--- src/color_space_converter_top_macros.svh ---
// Assertion macros for the color space converter.
// Used by color_space_converter_top; expects clk and rst_n in scope.
`ifndef COLOR_SPACE_CONVERTER_TOP_MACROS_SVH
`define COLOR_SPACE_CONVERTER_TOP_MACROS_SVH

// Same-cycle implication, disabled in reset.
`define CSC_ASSERT_NOW(label, ante, cons, msg) \
  label: assert property (@(posedge clk) disable iff (!rst_n) (ante) |-> (cons)) \
    else $error(msg);

// Next-cycle implication, disabled in reset.
`define CSC_ASSERT_NEXT(label, ante, cons, msg) \
  label: assert property (@(posedge clk) disable iff (!rst_n) (ante) |=> (cons)) \
    else $error(msg);

`endif

--- src/csc_pkg.sv ---
// Shared types and coefficients for the color space converter.
// No dependencies.
`timescale 1ns / 1ps
`default_nettype none

package csc_pkg;

  typedef enum logic [0:0] {
    CFG_DIRECTION = 1'b0,
    CFG_STANDARD  = 1'b1
  } cfg_reg_t;

  typedef logic signed [8:0] coef_t;

  // YUV to RGB
  localparam coef_t Y_OFFSET   = 9'sd16;
  localparam coef_t C_OFFSET   = 9'sd128;
  localparam coef_t Y_GAIN     = 9'sd149;
  localparam coef_t K601_R     = 9'sd102;
  localparam coef_t K601_B     = 9'sd129;
  localparam coef_t K601_GU    = 9'sd50;
  localparam coef_t K601_GV    = 9'sd104;
  localparam coef_t K709_R     = 9'sd115;
  localparam coef_t K709_B     = 9'sd135;
  localparam coef_t K709_GU    = 9'sd27;
  localparam coef_t K709_GV    = 9'sd68;

  // RGB to YUV
  localparam coef_t W601_R     = 9'sd77;
  localparam coef_t W601_G     = 9'sd150;
  localparam coef_t W601_B     = 9'sd29;
  localparam coef_t W709_R     = 9'sd54;
  localparam coef_t W709_G     = 9'sd184;
  localparam coef_t W709_B     = 9'sd18;
  localparam coef_t S601_U     = 9'sd127;
  localparam coef_t S601_V     = 9'sd160;
  localparam coef_t S709_U     = 9'sd121;
  localparam coef_t S709_V     = 9'sd143;
  localparam coef_t LUMA_SCALE = 9'sd110;

endpackage

`default_nettype wire

--- src/color_space_converter_top.sv ---
// Color space converter top level: YUV <-> RGB, BT.601 / BT.709, 4-stage pipeline.
// Depends on csc_pkg and color_space_converter_top_macros.svh.
//
//   channel  ports                                  handshake
//   input    in_c0 in_c1 in_c2                      start & !busy
//   result   out_c0 out_c1 out_c2                   out_valid, one-cycle strobe
//   config   cfg_index cfg_data                     cfg_valid & cfg_ready
//
// One pixel per clock; busy never rises. Each pixel passes through the input
// register, product stage, shift/sum stage and clamp/scale stage.
// Direction and standard are sampled with each pixel and travel down the pipe.
// rst_n is synchronous and clears the valid bits and the config registers.
// The receiver cannot stall, so the pipe never holds.
`timescale 1ns / 1ps
`default_nettype none
`include "color_space_converter_top_macros.svh"

module color_space_converter_top (
  input  wire logic              clk,
  input  wire logic              rst_n,
  input  wire logic              start,
  output logic                   busy,
  input  wire logic [7:0]        in_c0,
  input  wire logic [7:0]        in_c1,
  input  wire logic [7:0]        in_c2,
  output logic                   out_valid,
  output logic [7:0]             out_c0,
  output logic [7:0]             out_c1,
  output logic [7:0]             out_c2,
  input  wire logic              cfg_valid,
  output logic                   cfg_ready,
  input  wire csc_pkg::cfg_reg_t cfg_index,
  input  wire logic [7:0]        cfg_data
);
  import csc_pkg::*;

  function automatic logic [7:0] clamp255(input logic signed [10:0] x);
    logic [7:0] res;
    if (x < 11'sd0) res = 8'd0;
    else if (x > 11'sd255) res = 8'd255;
    else res = x[7:0];
    return res;
  endfunction

  logic dir_r, std_r;
  logic v1_r, v2_r, v3_r, v4_r;

  assign busy      = 1'b0;
  assign cfg_ready = 1'b1;

  wire accept = start & ~busy;

  // ---------------- config registers
  always_ff @(posedge clk) begin
    if (!rst_n) begin
      dir_r <= 1'b0;
      std_r <= 1'b0;
    end else if (cfg_valid && cfg_ready) begin
      unique case (cfg_index)
        CFG_DIRECTION: dir_r <= cfg_data[0];
        CFG_STANDARD:  std_r <= cfg_data[0];
        default: ;
      endcase
    end
  end

  // ---------------- valid chain
  always_ff @(posedge clk) begin
    if (!rst_n) begin
      v1_r <= 1'b0;
      v2_r <= 1'b0;
      v3_r <= 1'b0;
      v4_r <= 1'b0;
    end else begin
      v1_r <= accept;
      v2_r <= v1_r;
      v3_r <= v2_r;
      v4_r <= v3_r;
    end
  end

  // ---------------- stage 1: input register
  logic [7:0] a1_r, b1_r, c1_r;
  logic       dir1_r, std1_r;

  always_ff @(posedge clk) begin
    a1_r   <= in_c0;
    b1_r   <= in_c1;
    c1_r   <= in_c2;
    dir1_r <= dir_r;
    std1_r <= std_r;
  end

  // ---------------- stage 2: products
  logic signed [8:0]  a1s, b1s, c1s, tu, tv;
  logic signed [9:0]  yoff;
  coef_t              kr, kb, gu, gv, wr, wg, wb;
  logic signed [17:0] py_nxt, ls_nxt;
  logic signed [15:0] pr_nxt, pb_nxt, pg_nxt;

  always_comb begin
    a1s  = $signed({1'b0, a1_r});
    b1s  = $signed({1'b0, b1_r});
    c1s  = $signed({1'b0, c1_r});
    yoff = 10'(a1s) - 10'(Y_OFFSET);
    tu   = b1s - C_OFFSET;
    tv   = c1s - C_OFFSET;
    kr   = std1_r ? K709_R  : K601_R;
    kb   = std1_r ? K709_B  : K601_B;
    gu   = std1_r ? K709_GU : K601_GU;
    gv   = std1_r ? K709_GV : K601_GV;
    wr   = std1_r ? W709_R  : W601_R;
    wg   = std1_r ? W709_G  : W601_G;
    wb   = std1_r ? W709_B  : W601_B;
    py_nxt = 18'(yoff) * 18'(Y_GAIN);
    pr_nxt = 16'(tv) * 16'(kr);
    pb_nxt = 16'(tu) * 16'(kb);
    pg_nxt = 16'(tu) * 16'(gu) + 16'(tv) * 16'(gv);
    ls_nxt = 18'(a1s) * 18'(wr) + 18'(b1s) * 18'(wg) + 18'(c1s) * 18'(wb);
  end

  logic signed [17:0] py2_r, ls2_r;
  logic signed [15:0] pr2_r, pb2_r, pg2_r;
  logic [7:0]         a2_r, c2_r;
  logic               dir2_r, std2_r;

  always_ff @(posedge clk) begin
    py2_r  <= py_nxt;
    pr2_r  <= pr_nxt;
    pb2_r  <= pb_nxt;
    pg2_r  <= pg_nxt;
    ls2_r  <= ls_nxt;
    a2_r   <= a1_r;
    c2_r   <= c1_r;
    dir2_r <= dir1_r;
    std2_r <= std1_r;
  end

  // ---------------- stage 3: floor shifts and sums
  logic signed [10:0] ty, tr, tb, tg;
  logic signed [10:0] sr_nxt, sg_nxt, sb_nxt;
  logic [8:0]         lum_nxt;
  logic signed [9:0]  du_nxt, dv_nxt;

  always_comb begin
    ty      = 11'(py2_r >>> 7);
    tr      = 11'(pr2_r >>> 6);
    tb      = 11'(pb2_r >>> 6);
    tg      = 11'(pg2_r >>> 7);
    sr_nxt  = ty + tr;
    sg_nxt  = ty - tg;
    sb_nxt  = ty + tb;
    lum_nxt = ls2_r[16:8];
    du_nxt  = $signed({2'b00, c2_r}) - $signed({1'b0, lum_nxt});
    dv_nxt  = $signed({2'b00, a2_r}) - $signed({1'b0, lum_nxt});
  end

  logic signed [10:0] sr3_r, sg3_r, sb3_r;
  logic [8:0]         lum3_r;
  logic signed [9:0]  du3_r, dv3_r;
  logic               dir3_r, std3_r;

  always_ff @(posedge clk) begin
    sr3_r  <= sr_nxt;
    sg3_r  <= sg_nxt;
    sb3_r  <= sb_nxt;
    lum3_r <= lum_nxt;
    du3_r  <= du_nxt;
    dv3_r  <= dv_nxt;
    dir3_r <= dir2_r;
    std3_r <= std2_r;
  end

  // ---------------- stage 4: clamp (YUV->RGB) or scale and offset (RGB->YUV)
  coef_t              su, sv;
  logic signed [17:0] py4, pu4, pv4;
  logic [7:0]         o0_nxt, o1_nxt, o2_nxt;

  always_comb begin
    su  = std3_r ? S709_U : S601_U;
    sv  = std3_r ? S709_V : S601_V;
    py4 = 18'($signed({1'b0, lum3_r})) * 18'(LUMA_SCALE);
    pu4 = 18'(du3_r) * 18'(su);
    pv4 = 18'(dv3_r) * 18'(sv);
    if (dir3_r) begin
      // results wrap to 8 bits, no clamp on this path
      o0_nxt = 8'((py4 >>> 7) + 18'(Y_OFFSET));
      o1_nxt = 8'((pu4 >>> 8) + 18'(C_OFFSET));
      o2_nxt = 8'((pv4 >>> 8) + 18'(C_OFFSET));
    end else begin
      o0_nxt = clamp255(sr3_r);
      o1_nxt = clamp255(sg3_r);
      o2_nxt = clamp255(sb3_r);
    end
  end

  logic [7:0] o0_r, o1_r, o2_r;

  always_ff @(posedge clk) begin
    o0_r <= o0_nxt;
    o1_r <= o1_nxt;
    o2_r <= o2_nxt;
  end

  assign out_valid = v4_r;
  assign out_c0    = o0_r;
  assign out_c1    = o1_r;
  assign out_c2    = o2_r;

  // ---------------- assertions
  `CSC_ASSERT_NEXT(a_latency, accept, ##3 out_valid, "accepted pixel did not emerge after four cycles")
  `CSC_ASSERT_NOW(a_no_spurious, out_valid, $past(accept, 4), "result strobe without a matching transaction")
  `CSC_ASSERT_NEXT(a_cfg_dir, cfg_valid && cfg_ready && cfg_index == CFG_DIRECTION, dir_r == $past(cfg_data[0]), "direction write not taken")

endmodule

`default_nettype wire
--- config.mk ---
export PLATFORM = sky130hd
export DESIGN_NAME = color_space_converter_top
export DESIGN_NICKNAME = d
export VERILOG_FILES = /design/src/csc_pkg.sv /design/src/color_space_converter_top.sv
export VERILOG_INCLUDE_DIRS = /design/src /design/src/src
export SDC_FILE = /design/constraint.sdc
export NUM_CORES = 1
export LEC_CHECK = 0
export ABC_AREA = 1
export BUFFER_PORTS_ARGS = -buffer_cell sky130_fd_sc_hd__buf_2
export CORE_MARGIN = 4
export CORE_UTILIZATION = 50
export CTS_BUF_LIST = sky130_fd_sc_hd__clkbuf_2 sky130_fd_sc_hd__clkbuf_4 sky130_fd_sc_hd__clkbuf_8
export CTS_CLUSTER_DIAMETER = 150
export CTS_CLUSTER_SIZE = 25
export DETAILED_ROUTE_END_ITERATION = 10
export GPL_TIMING_DRIVEN = 1
export PLACE_DENSITY_LB_ADDON = 0.08
export SYNTH_ARGS = -nofsm -noshare
export SYNTH_HDL_FRONTEND = slang
export SYNTH_SLANG_ARGS = --single-unit
--- constraint.sdc ---
create_clock -name clk -period 12.65 [get_ports clk]
set_clock_uncertainty 0.15 [all_clocks]
set_input_delay 1.265 -clock clk [delete_from_list [all_inputs] [get_ports clk]]
set_output_delay 1.265 -clock clk [all_outputs]
set_load 0.02 [all_outputs]
; Word-level counts from Yosys, hierarchy flattened
; Cells that the tools add are included.
[classes]
addsub = 14
mul = 11
magnitude_cmp = 6
n_mux = 18
bitwise_logic = 1
reduce_logical = 2
[op_table]
columns = operator, count
row1 = 8-bit two-way mux, 9
row2 = "11-bit by 9-bit > comparator with 1-bit output, second input constant", 3
row3 = "11-bit by 1-bit less-than comparator with 1-bit output, second input constant", 3
row4 = 9-bit by 8-bit multiplier with 16-bit output, 2
row5 = 6-bit two-way mux, 4
row6 = 11-bit by 10-bit adder with 11-bit output, 2
row7 = 8-bit by 9-bit subtractor with 10-bit output, 2
row8 = "9-bit by 9-bit multiplier with 18-bit output, second input constant", 1
row9 = "8-bit by 8-bit subtractor with 9-bit output, second input constant", 2
row10 = 15-bit by 16-bit adder with 17-bit output, 1
row11 = 17-bit by 13-bit adder with 17-bit output, 1
row12 = 16-bit adder, 1
row13 = "8-bit adder, second input constant", 2
row14 = 10-bit by 8-bit multiplier with 16-bit output, 1
row15 = 10-bit by 9-bit multiplier with 16-bit output, 1
row16 = 8-bit by 8-bit multiplier with 16-bit output, 1
row17 = 9-bit by 7-bit multiplier with 16-bit output, 1
row18 = 9-bit by 9-bit multiplier with 16-bit output, 1
row19 = 8-bit by 7-bit multiplier with 15-bit output, 1
row20 = "9-bit by 6-bit multiplier with 14-bit output, second input constant", 1
row21 = 8-bit by 5-bit multiplier with 13-bit output, 1
row22 = 11-bit by 9-bit subtractor with 11-bit output, 1
row23 = "8-bit by 5-bit subtractor with 9-bit output, second input constant", 1
row24 = "8-bit by 5-bit adder with 8-bit output, second input constant", 1
row25 = 6 further kinds, 8
[word_totals]
reg_bits = 221
input_bits = 37
out_inout_bits = 27
wordCells = 83

; Logic depth before layout (Yosys ltp)
; Gate-level depths: netlist of the first run.
[logic_depth]
depth_word = 4
ltp_mapped = 27
ltp_nobuf = 26

; Worst setup path after synthesis of the first run
; Ideal clock, no wire load.
[synth_timing]
kind = register to register
startpoint = reg std1_r
endpoint = reg ls2_r[12]
setup_time_ps = 112
t_arrival_ps = 5624
t_required_ps = 12388
slack_ps = 6764
path_stages_with_launch = 22
synth_period_minus_slack_ps = 5886
cell_sequence = dfxtp_1 -> buf_6 -> clkbuf_1 -> clkbuf_1 -> nor2_1 -> fa_1 -> inv_1 -> fa_1 -> fa_1 -> inv_1 -> fa_1 -> fa_1 -> fa_1 -> fa_1 -> ha_1 -> a21oi_1 -> o21ai_0 -> o21bai_1 -> a21oi_1 -> inv_1 -> nand2_1 -> nand2_1
[synth_between]
elab_chain_cells = 4
elab_cells_between_ends = 8
[synth_lines]
columns = item, line
row1 = start: declaration, color_space_converter_top.sv:84  ; logic dir1_r, std1_r;
row2 = start signal: assignment, color_space_converter_top.sv:91  ; std1_r <= std_r;
row3 = 7-bit two-way mux or 6-bit two-way mux (tied branches), "color_space_converter_top.sv:112, color_space_converter_top.sv:113"
row4 = 8-bit by 7-bit multiplier with 15-bit output or 8-bit by 8-bit multiplier with 16-bit output (tied branches), color_space_converter_top.sv:119  ; ls_nxt = 18'(a1s) * 18'(wr) + 18'(b1s) * 18'(wg) + 18'(c1s) * 18'(wb);
row5 = 15-bit by 16-bit adder with 17-bit output, color_space_converter_top.sv:119
row6 = 17-bit by 13-bit adder with 17-bit output *, color_space_converter_top.sv:119
row7 = named net ls_nxt[12], color_space_converter_top.sv:98  ; logic signed [17:0] py_nxt, ls_nxt;
row8 = end signal: assignment, color_space_converter_top.sv:132  ; ls2_r <= ls_nxt;
row9 = end: declaration, color_space_converter_top.sv:122  ; logic signed [17:0] py2_r, ls2_r;
; The timed path passes the listed nets; every way through them passes the cells marked *.
; A chain may end at the register's enable or synchronous reset.

; Final worst setup path of the first run
; Ends and elaborated chain as after synthesis.

==> results of run 1 <==
state kept, by name (all words and copies together), names as in the netlist, 9 cells and up:
register / flops
pg2_r: 9
sr3_r: 11
lum3_r: 9
sg3_r: 11
pb2_r: 10
du3_r: 10
pr2_r: 10
dv3_r: 10
sb3_r: 11
ls2_r: 9
py2_r: 11
cells by family (layout without fill, tap and decap cells):
kind of cell	after synthesis	after routing	synth area share
AO/OA/AOI/OAI	275	275	0.0677
XOR/XNOR	117	117	0.0451
adder cells (fa/ha/maj)	675	675	0.475
buffers and inverters	773	846	0.128
flip-flops	187	187	0.165
other	2	37	0.000330
AND/OR/NAND/NOR	652	652	0.119
critical path: stages (launching register included):
cell      delay (ns)
dfxtp_2         0.33
buf_4           0.53
clkinv_1        0.51
nand2_1         0.30
inv_1           0.10
nor2_1          0.10
nor2_1          0.05
ha_1            0.20
or2_2           0.29
inv_1           0.07
fa_1            0.44
fa_1            0.51
inv_1           0.06
fa_1            0.55
fa_1            0.43
fa_1            0.52
inv_1           0.06
fa_1            0.50
inv_1           0.04
ha_1            0.32
a21oi_1         0.19
o21ai_0         0.09
o21bai_1        0.23
a21oi_1         0.19
inv_1           0.06
nand2_1         0.05
nand2_1         0.04
area by class of cell:
type                       instances  area share
sequential                       187       0.154
timing repair buffer              61      0.0133
inverter                         753       0.116
multi-input combinational       1755       0.667
clock inverter                    15     0.00917
tap                              592      0.0305
antenna                            1    0.000103
clock buffer                      17     0.00963
path summary, 6_finish.rpt:
path                to  slack [ns]  cells past startpoint  startpoint
max          ls2_r[12]        5.64                     26      std1_r
min             dir2_r        0.19                      0      dir1_r
max reg2reg  ls2_r[12]        5.64                     26      std1_r
min reg2reg     dir2_r        0.19                      0      dir1_r
per-stage QoR:
step / util / instances / worst slack [ns] / hold slack [ns]
2_1_floorplan: - / 2715 / 6.76 / 0.160
3_3_place_gp: 0.534 / 3348 / 5.68 / 0.161
3_5_place_dp: 0.534 / 3348 / 5.66 / 0.165
4_1_cts: 0.544 / 3380 / 5.64 / 0.191
5_1_grt: 0.544 / 3380 / 5.27 / 0.205
6_report: 0.544 / 3381 / 5.64 / 0.187
Yosys cell counts (all sizes together):
cell type	count
o21ai	98
nand2	391
o21bai	15
ha	362
inv	751
buf	7
o211ai	3
clkinv	2
fa	313
nor3	22
a21oi	124
conb	2
o21a	2
a211oi	2
a221oi	3
nor2	141
nand3b	1
dfxtp	187
and2	3
o31ai	10
a31oi	6
nand3	60
xnor2	46
clkbuf	13
a21o	12
nor4	1
xor2	71
nand4	24
or2	9
cells in the final DEF (no fill, tap or decap), drive strengths merged:
cell | netlist | layout
a211oi | 2 | 2
a21o | 12 | 12
a21oi | 124 | 124
a221oi | 3 | 3
a31oi | 6 | 6
and2 | 3 | 3
buf | 7 | 61
bufinv | 0 | 1
clkbuf | 13 | 17
clkinv | 2 | 13
conb | 2 | 36
dfxtp | 187 | 187
diode | 0 | 1
fa | 313 | 313
ha | 362 | 362
inv | 751 | 754
nand2 | 391 | 391
nand3 | 60 | 60
nand3b | 1 | 1
nand4 | 24 | 24
nor2 | 141 | 141
nor3 | 22 | 22
nor4 | 1 | 1
o211ai | 3 | 3
o21a | 2 | 2
o21ai | 98 | 98
o21bai | 15 | 15
o31ai | 10 | 10
or2 | 9 | 9
xnor2 | 46 | 46
xor2 | 71 | 71
metal layers:
metal	part of all wire	vias to the layer above	wire length, µm	global-route usage
li1	-	8284	-	-
met1	0.44	7876	22700	0.274
met2	0.51	205	26400	0.406
met3	0.025	64	1310	0.0301
met4	0.026	0	1360	0.0676
met5	0	-	0	0
==> impl_metrics.yaml, run 1 <==
floorplan:
  core_area_mm2: 0.0446
  start_util: 0.509
  die_area_mm2: 0.0489
  io_pins: 64
  die_h_um: 221
  die_x_um: 221
  rows: 77
yosys:
  synth.top_cell.area_share: 0.276
  yosysWarnings: 0
  syn_area_mm2: 0.0227
  ys_seq_area_frac: 0.165
  synth_cell_types: 43
  syn_area_per_cell_um2: 8.48
  synth_area_leaders: "fa_1 (28%), ha_1 (20%), dfxtp_1 (16%)"
  synth_largest_area_cell: "fa_1"
  synth_seq_cells: 187
  syn_inst: 2681
placed_design:
  placed_cell_area_mm2: 0.0238
  io_buffers: 54
  gp_congestion: 0.883
  dp_hpwl_mm: 46.0
clocking:
  post_cts_resized: 0
  cts_hold_buf: 0
  cts_made_buffers: 17
  worstSkewPairLatency_ns: 0.58
  cts_tree: "yes"
  root_buffer: "clkbuf_8"
  postCtsSetupRepairBufs: 0
  clk_pin_slew_ns: 0.11
  clockBufferDepth: 2
  htree_levels: 4
  clock_sinks: 187
worst_setup_path:
  crit_fanout: 55
  crit_type: "reg -> reg"
  cp.arrival_ns: 7.32
  endpoint_kind: "flop"
  cp.required_ns: 12.97
  critPathLaunchType: "flop"
layout:
  final_cell_area_mm2: 0.0243
  drive_above_1_share: 0.0405
  fin_nets: 3487
  multi_input_area_mm2: 0.0162
  regArea_mm2: 0.00374
  fillCellCount: 4258
  area_growth_pct: 6.86
global_routing:
  overflow: 0
  grt.total_usage: 0.222
  grt_pass1_wl_mm: 86.8
  grt_max_degree: 56
  antenna_found_initial: 0
  grt_pass1_vias: 17667
timing:
  fmax_ghz: 0.143
  rsz0062_at_grt: "no"
  tightestPinTransition_ns: 0.742
  period_minus_slack_ns: 7.01
  finalSetupViolCount: 0
  maxSlewHeadroom: 0.503
  tns_ns: 0
  period_share: 0.554
  finalMaxSlewViolations: 0
  hold_violations: 0
drt:
  wire_per_inst_um: 15.3
  remaining_drc_errors: 0
  vias_per_cell: 4.86
  dr.pass1.iters: 5
  vias: 16429
  drt_wl_total_mm: 51.8
  drtIter0Drc: 793
  ant_nets: 0
job:
  maxCapViolations: 0
worst_hold_path:
  hp-class: "reg -> reg"
status:
  status: "finished clean"
Power of run 1 is left out: the tool's default activity adds up to more than one toggle a clock period on the data nets, which glitch-free logic cannot reach.
==> run 2, diff against run 1 <==
clock period = 6.1 ns   (was 12.65 ns; I/O delays follow)
==> run 2 against run 1 <==
Sequential share of layout area is 0.38 points lower. Core utilization is 1.4 points higher. Setup slack worse by 5.4 ns. Highest routed layer unchanged. Die area stayed put. Non-clock buffer count is 73 higher. Critical path type unchanged. Global-route usage is 0.58 points higher.
==> impl_metrics.yaml, run 2 (synthesis results as in run 1) <==
worst_setup_path:
  critPathLaunchType: "flop"
  cp.arrival_ns: 6.21
  cp.required_ns: 6.41
  crit_type: "reg -> reg"
  endpoint_kind: "flop"
  crit_fanout: 16
layout:
  drive_above_1_share: 0.0612
  final_cell_area_mm2: 0.0249
  fin_nets: 3560
  area_growth_pct: 9.66
  final_cell_mix: "inv_1 (751), nand2_1 (386), ha_1 (361), fa_1 (313), dfxtp_1 (185)"
  final_common_cell: "inv_1"
floorplan:
  die_x_um: 221
  io_pins: 64
  die_area_mm2: 0.0489
  rows: 77
  core_area_mm2: 0.0446
  start_util: 0.509
  die_h_um: 221
status:
  status: "finished clean"
placed_design:
  dp_hpwl_mm: 47.1
  gp_congestion: 0.903
  io_buffers: 54
  placed_cell_area_mm2: 0.0242
drt:
  drt_wl_total_mm: 53.2
  vias: 16746
  dr.pass1.iters: 5
  drtIter0Drc: 734
  ant_nets: 0
  wire_per_inst_um: 15.4
  vias_per_cell: 4.85
  remaining_drc_errors: 0
timing:
  tightestPinTransition_ns: 0.668
  finalSetupViolCount: 0
  period_minus_slack_ns: 5.90
  finalMaxSlewViolations: 0
  period_share: 0.967
  hold_violations: 0
  rsz0062_at_grt: "yes"
  fmax_ghz: 0.169
  maxSlewHeadroom: 0.550
job:
  maxCapViolations: 0
worst_hold_path:
  hp-class: "in -> reg"
clocking:
  htree_levels: 4
  clock_sinks: 187
  root_buffer: "clkbuf_8"
  cts_made_buffers: 17
  clockBufferDepth: 2
  cts_tree: "yes"
  clk_pin_slew_ns: 0.11
  worstSkewPairLatency_ns: 0.57
global_routing:
  grt_pass1_wl_mm: 89.2
  antenna_found_initial: 3
  grt_max_degree: 21
  overflow: 0
  grt.total_usage: 0.228
  grt_pass1_vias: 17929
-- run 2: final cells by class --
type	count	area [µm²]
antenna	1	2.50
clock buffer	18	248
clock inverter	14	170
fill	4175	19700
inverter	753	2830
multi-input combinational	1755	16200
sequential	187	3750
tap	592	741
timing repair buffer	134	947
-- run 2: metal layers --
layer / track usage / wire, µm / vias up
met1: 0.276 / 22700 / 7991
li1: - / - / 8420
met2: 0.407 / 26600 / 257
met3: 0.0448 / 1990 / 78
met4: 0.0793 / 1930 / 0
met5: 0 / 0 / -
-- run 2: worst paths after layout --
kind / from / depth (start not counted) / endpoint / slack (ns)
setup reg to reg: std1_r / 25 / ls2_r[16] / 0.20
hold / removal: start / 3 / v1_r / 0.09
hold reg to reg: dir2_r / 0 / dir3_r / 0.19
setup / recovery: std1_r / 25 / ls2_r[16] / 0.20
-- run 2: metrics by stage --
step | setup TNS, ns | hold WS (ns) | cells | setup slack [ns] | utilization
final | 0 | 0.0914 | 3454 | 0.199 | 0.559
after global placement | 0 | 0.160 | 3397 | 0.192 | 0.543
after CTS | 0 | 0.00599 | 3452 | 0.0957 | 0.557
after floorplan | 0 | 0.160 | 2715 | 0.214 | -
after global routing | -0.0246 | 0.0411 | 3454 | -0.0111 | 0.559
after detailed placement | 0 | 0.162 | 3397 | 0.109 | 0.543
-- run 2: worst max-delay path, cell delays in order (launching register included) --
cell and delay, ns:
dfxtp_4 0.38, buf_12 0.15, nand2_2 0.08, buf_6 0.12
nand2_1 0.05, nand2_1 0.07, inv_1 0.06, ha_1 0.18
or2_2 0.30, fa_1 0.48, inv_1 0.05, fa_1 0.52
inv_1 0.05, fa_1 0.46, fa_1 0.52, fa_1 0.52
inv_1 0.06, fa_1 0.50, inv_1 0.04, ha_2 0.36
nand2_1 0.08, o21ai_1 0.16, o21bai_4 0.17, nand3_1 0.13
nand3b_1 0.11, nand2_1 0.05
-- run 2: repair_timing --
item,4_1_cts,5_1_grt
resized for setup,0,21
endpoints found under the hold margin,23,1
endpoints found under the setup margin,0,9
hold buffers,23,1
setup buffers,0,0
Power of run 2 is left out for the same reason.
==> run 3, diff against run 2 <==
CORE_MARGIN = default   (was 4)
HOLD_SLACK_MARGIN = 0.15   (was default)
==> run 3 against run 2 <==
Setup slack better by 0.011 ns. Highest routed layer unchanged. Critical path depth is 5 lower. Critical endpoint is now ls2_r[11]. Wire length up 0.93%. Via count increased by 1.1%. Hold slack improved by 0.096 ns. Count of clock-buffer cells in the layout unchanged. Critical path type unchanged. Die area fell by 5.4%. Maximum frequency up 0.18%. Final cell count up 0.26%. Register-to-register slack about the same. Global-route usage is 2.3 points higher. Sequential cell count is the same. Largest cell class unchanged.
==> impl_metrics.yaml, run 3 (synthesis results as in run 1) <==
worst_setup_path:
  endpoint_kind: "flop"
  cp-endpoint: "ls2_r[11]"
  path_delay_family: "adder cells"
  crit_type: "reg -> reg"
  crit_start: "std1_r"
  critPathLaunchType: "flop"
  r2r-end: "ls2_r[11]"
  crit_cells: 20
  crit_top_cell: "fa_1"
  slowest_delay_ns: 0.55
  r2r_setup_slack_ns: 0.21
  cp.required_ns: 6.44
  r2r-start: "std1_r"
  crit_path_cell_trace: "buf_4 > nand2_1 > inv_1 > fa_1 > inv_1 > fa_1 > fa_1 > inv_1 > fa_1 > fa_1 > fa_1 > inv_1 > fa_1 > inv_1 > ha_1 > a21oi_2 > o21ai_0 > a21o_1 > a21oi_1 > xnor2_1"
  crit_buf_inv: 6
  crit_fanout: 14
  r2r_cells: 20
  cp.arrival_ns: 6.23
  slowest_stage: "fa_1"
layout:
  area_growth_pct: 9.93
  fin_nets: 3569
  multi_input_area_mm2: 0.0162
  fillCellCount: 4177
  final_common_cell: "inv_1"
  drive_above_1_share: 0.0610
  final_cell_mix: "inv_1 (751), nand2_1 (389), ha_1 (362), fa_1 (313), dfxtp_1 (185)"
  regArea_mm2: 0.00375
floorplan:
  io_pins: 64
  rows: 77
  die_area_mm2: 0.0463
  core_area_mm2: 0.0445
  start_util: 0.511
  die_h_um: 215
  die_x_um: 215
global_routing:
  antenna_found_initial: 1
  grt_pass1_vias: 18299
  grt_pass1_wl_mm: 90.3
  grt_max_degree: 21
  overflow: 0
  grt.total_usage: 0.251
timing:
  whs_ns: 0.188
  finalWorstSetupSlack_ns: 0.209
  fmax_ghz: 0.170
  maxSlewHeadroom: 0.526
  period_minus_slack_ns: 5.89
  hold_violations: 0
  tightestPinTransition_ns: 0.704
  finalMaxSlewViolations: 0
  finalSetupViolCount: 0
  period_share: 0.966
clocking:
  clock_sinks: 187
  root_buffer: "clkbuf_8"
  htree_levels: 4
  cts_made_buffers: 17
  postCtsSetupRepairBufs: 0
  worstSkewPairLatency_ns: 0.58
  clockBufferDepth: 2
  cts_tree: "yes"
  clk_pin_slew_ns: 0.12
placed_design:
  io_buffers: 54
  dp_slack_ns: 0.0978
  gp_congestion: 0.907
  dp_hpwl_mm: 47.3
drt:
  ant_nets: 0
  vias: 16924
  drt_wl_total_mm: 53.7
  dr.pass1.iters: 6
  vias_per_cell: 4.89
  drtIter0Drc: 749
  remaining_drc_errors: 0
  wire_per_inst_um: 15.5
worst_hold_path:
  hp-class: "reg -> reg"
status:
  status: "finished clean"
job:
  maxCapViolations: 0
## run 3: cell count changes in the layout (fill, tap and decap cells not counted), moves of 3 or more
cell,change
dlygate4sd3_1,+6
o21ai_0,+5
o21ai_1,-5
buf_4,+4
nand2_1,+3
nand2_2,-3
## run 3: worst reg2reg max path, cell delays in order (launching register included)
cell	delay, ns
dfxtp_4	0.40
buf_4	0.20
nand2_1	0.08
inv_1	0.08
fa_1	0.54
inv_1	0.06
fa_1	0.53
fa_1	0.53
inv_1	0.06
fa_1	0.55
fa_1	0.45
fa_1	0.50
inv_1	0.06
fa_1	0.50
inv_1	0.04
ha_1	0.32
a21oi_2	0.17
o21ai_0	0.10
a21o_1	0.19
a21oi_1	0.16
xnor2_1	0.16
## run 3: layer usage
layer | track usage | wire (µm) | up-vias
li1 | - | - | 8436
met1 | 0.304 | 23000 | 8105
met2 | 0.447 | 26900 | 289
met3 | 0.0374 | 1860 | 94
met4 | 0.0969 | 1910 | 0
met5 | 0 | 0 | -
## run 3: what timing repair did
action,4_1_cts,5_1_grt
setup endpoints to repair,0,9
hold buffers,30,0
resized for setup,0,12
hold endpoints to repair,30,0
## run 3: layout make-up
| type | instances | area share |
|---|---|---|
| repair buffers | 143 | 0.0407 |
| well taps | 592 | 0.0296 |
| clock buffers | 18 | 0.00992 |
| flip-flops and latches | 187 | 0.150 |
| multi-input cells | 1755 | 0.649 |
| inverters | 753 | 0.113 |
| diodes | 1 | 0.000100 |
| clock inverters | 14 | 0.00701 |
## run 3: worst min-delay path by stage
stage	start	to	slack (ns)	cells after the start
floorplan	dir1_r	dir2_r	0.16	0
global placement	dir2_r	dir3_r	0.16	0
detailed placement	dir1_r	dir2_r	0.16	0
CTS	cfg_index	std_r	0.15	4
global route	cfg_index	std_r	0.20	4
finish	dir1_r	dir2_r	0.19	0
## run 3: stage by stage
stage          instances  TNS, ns  area (µm²)  utilization
2_1_floorplan       2715        0       22900            -
3_3_place_gp        3400        0       24200        0.544
3_5_place_dp        3400        0       24200        0.544
4_1_cts             3462        0       24900        0.560
5_1_grt             3462  -0.0511       25000        0.561
6_report            3463        0       25000        0.561
Power of run 3 is left out for the same reason.
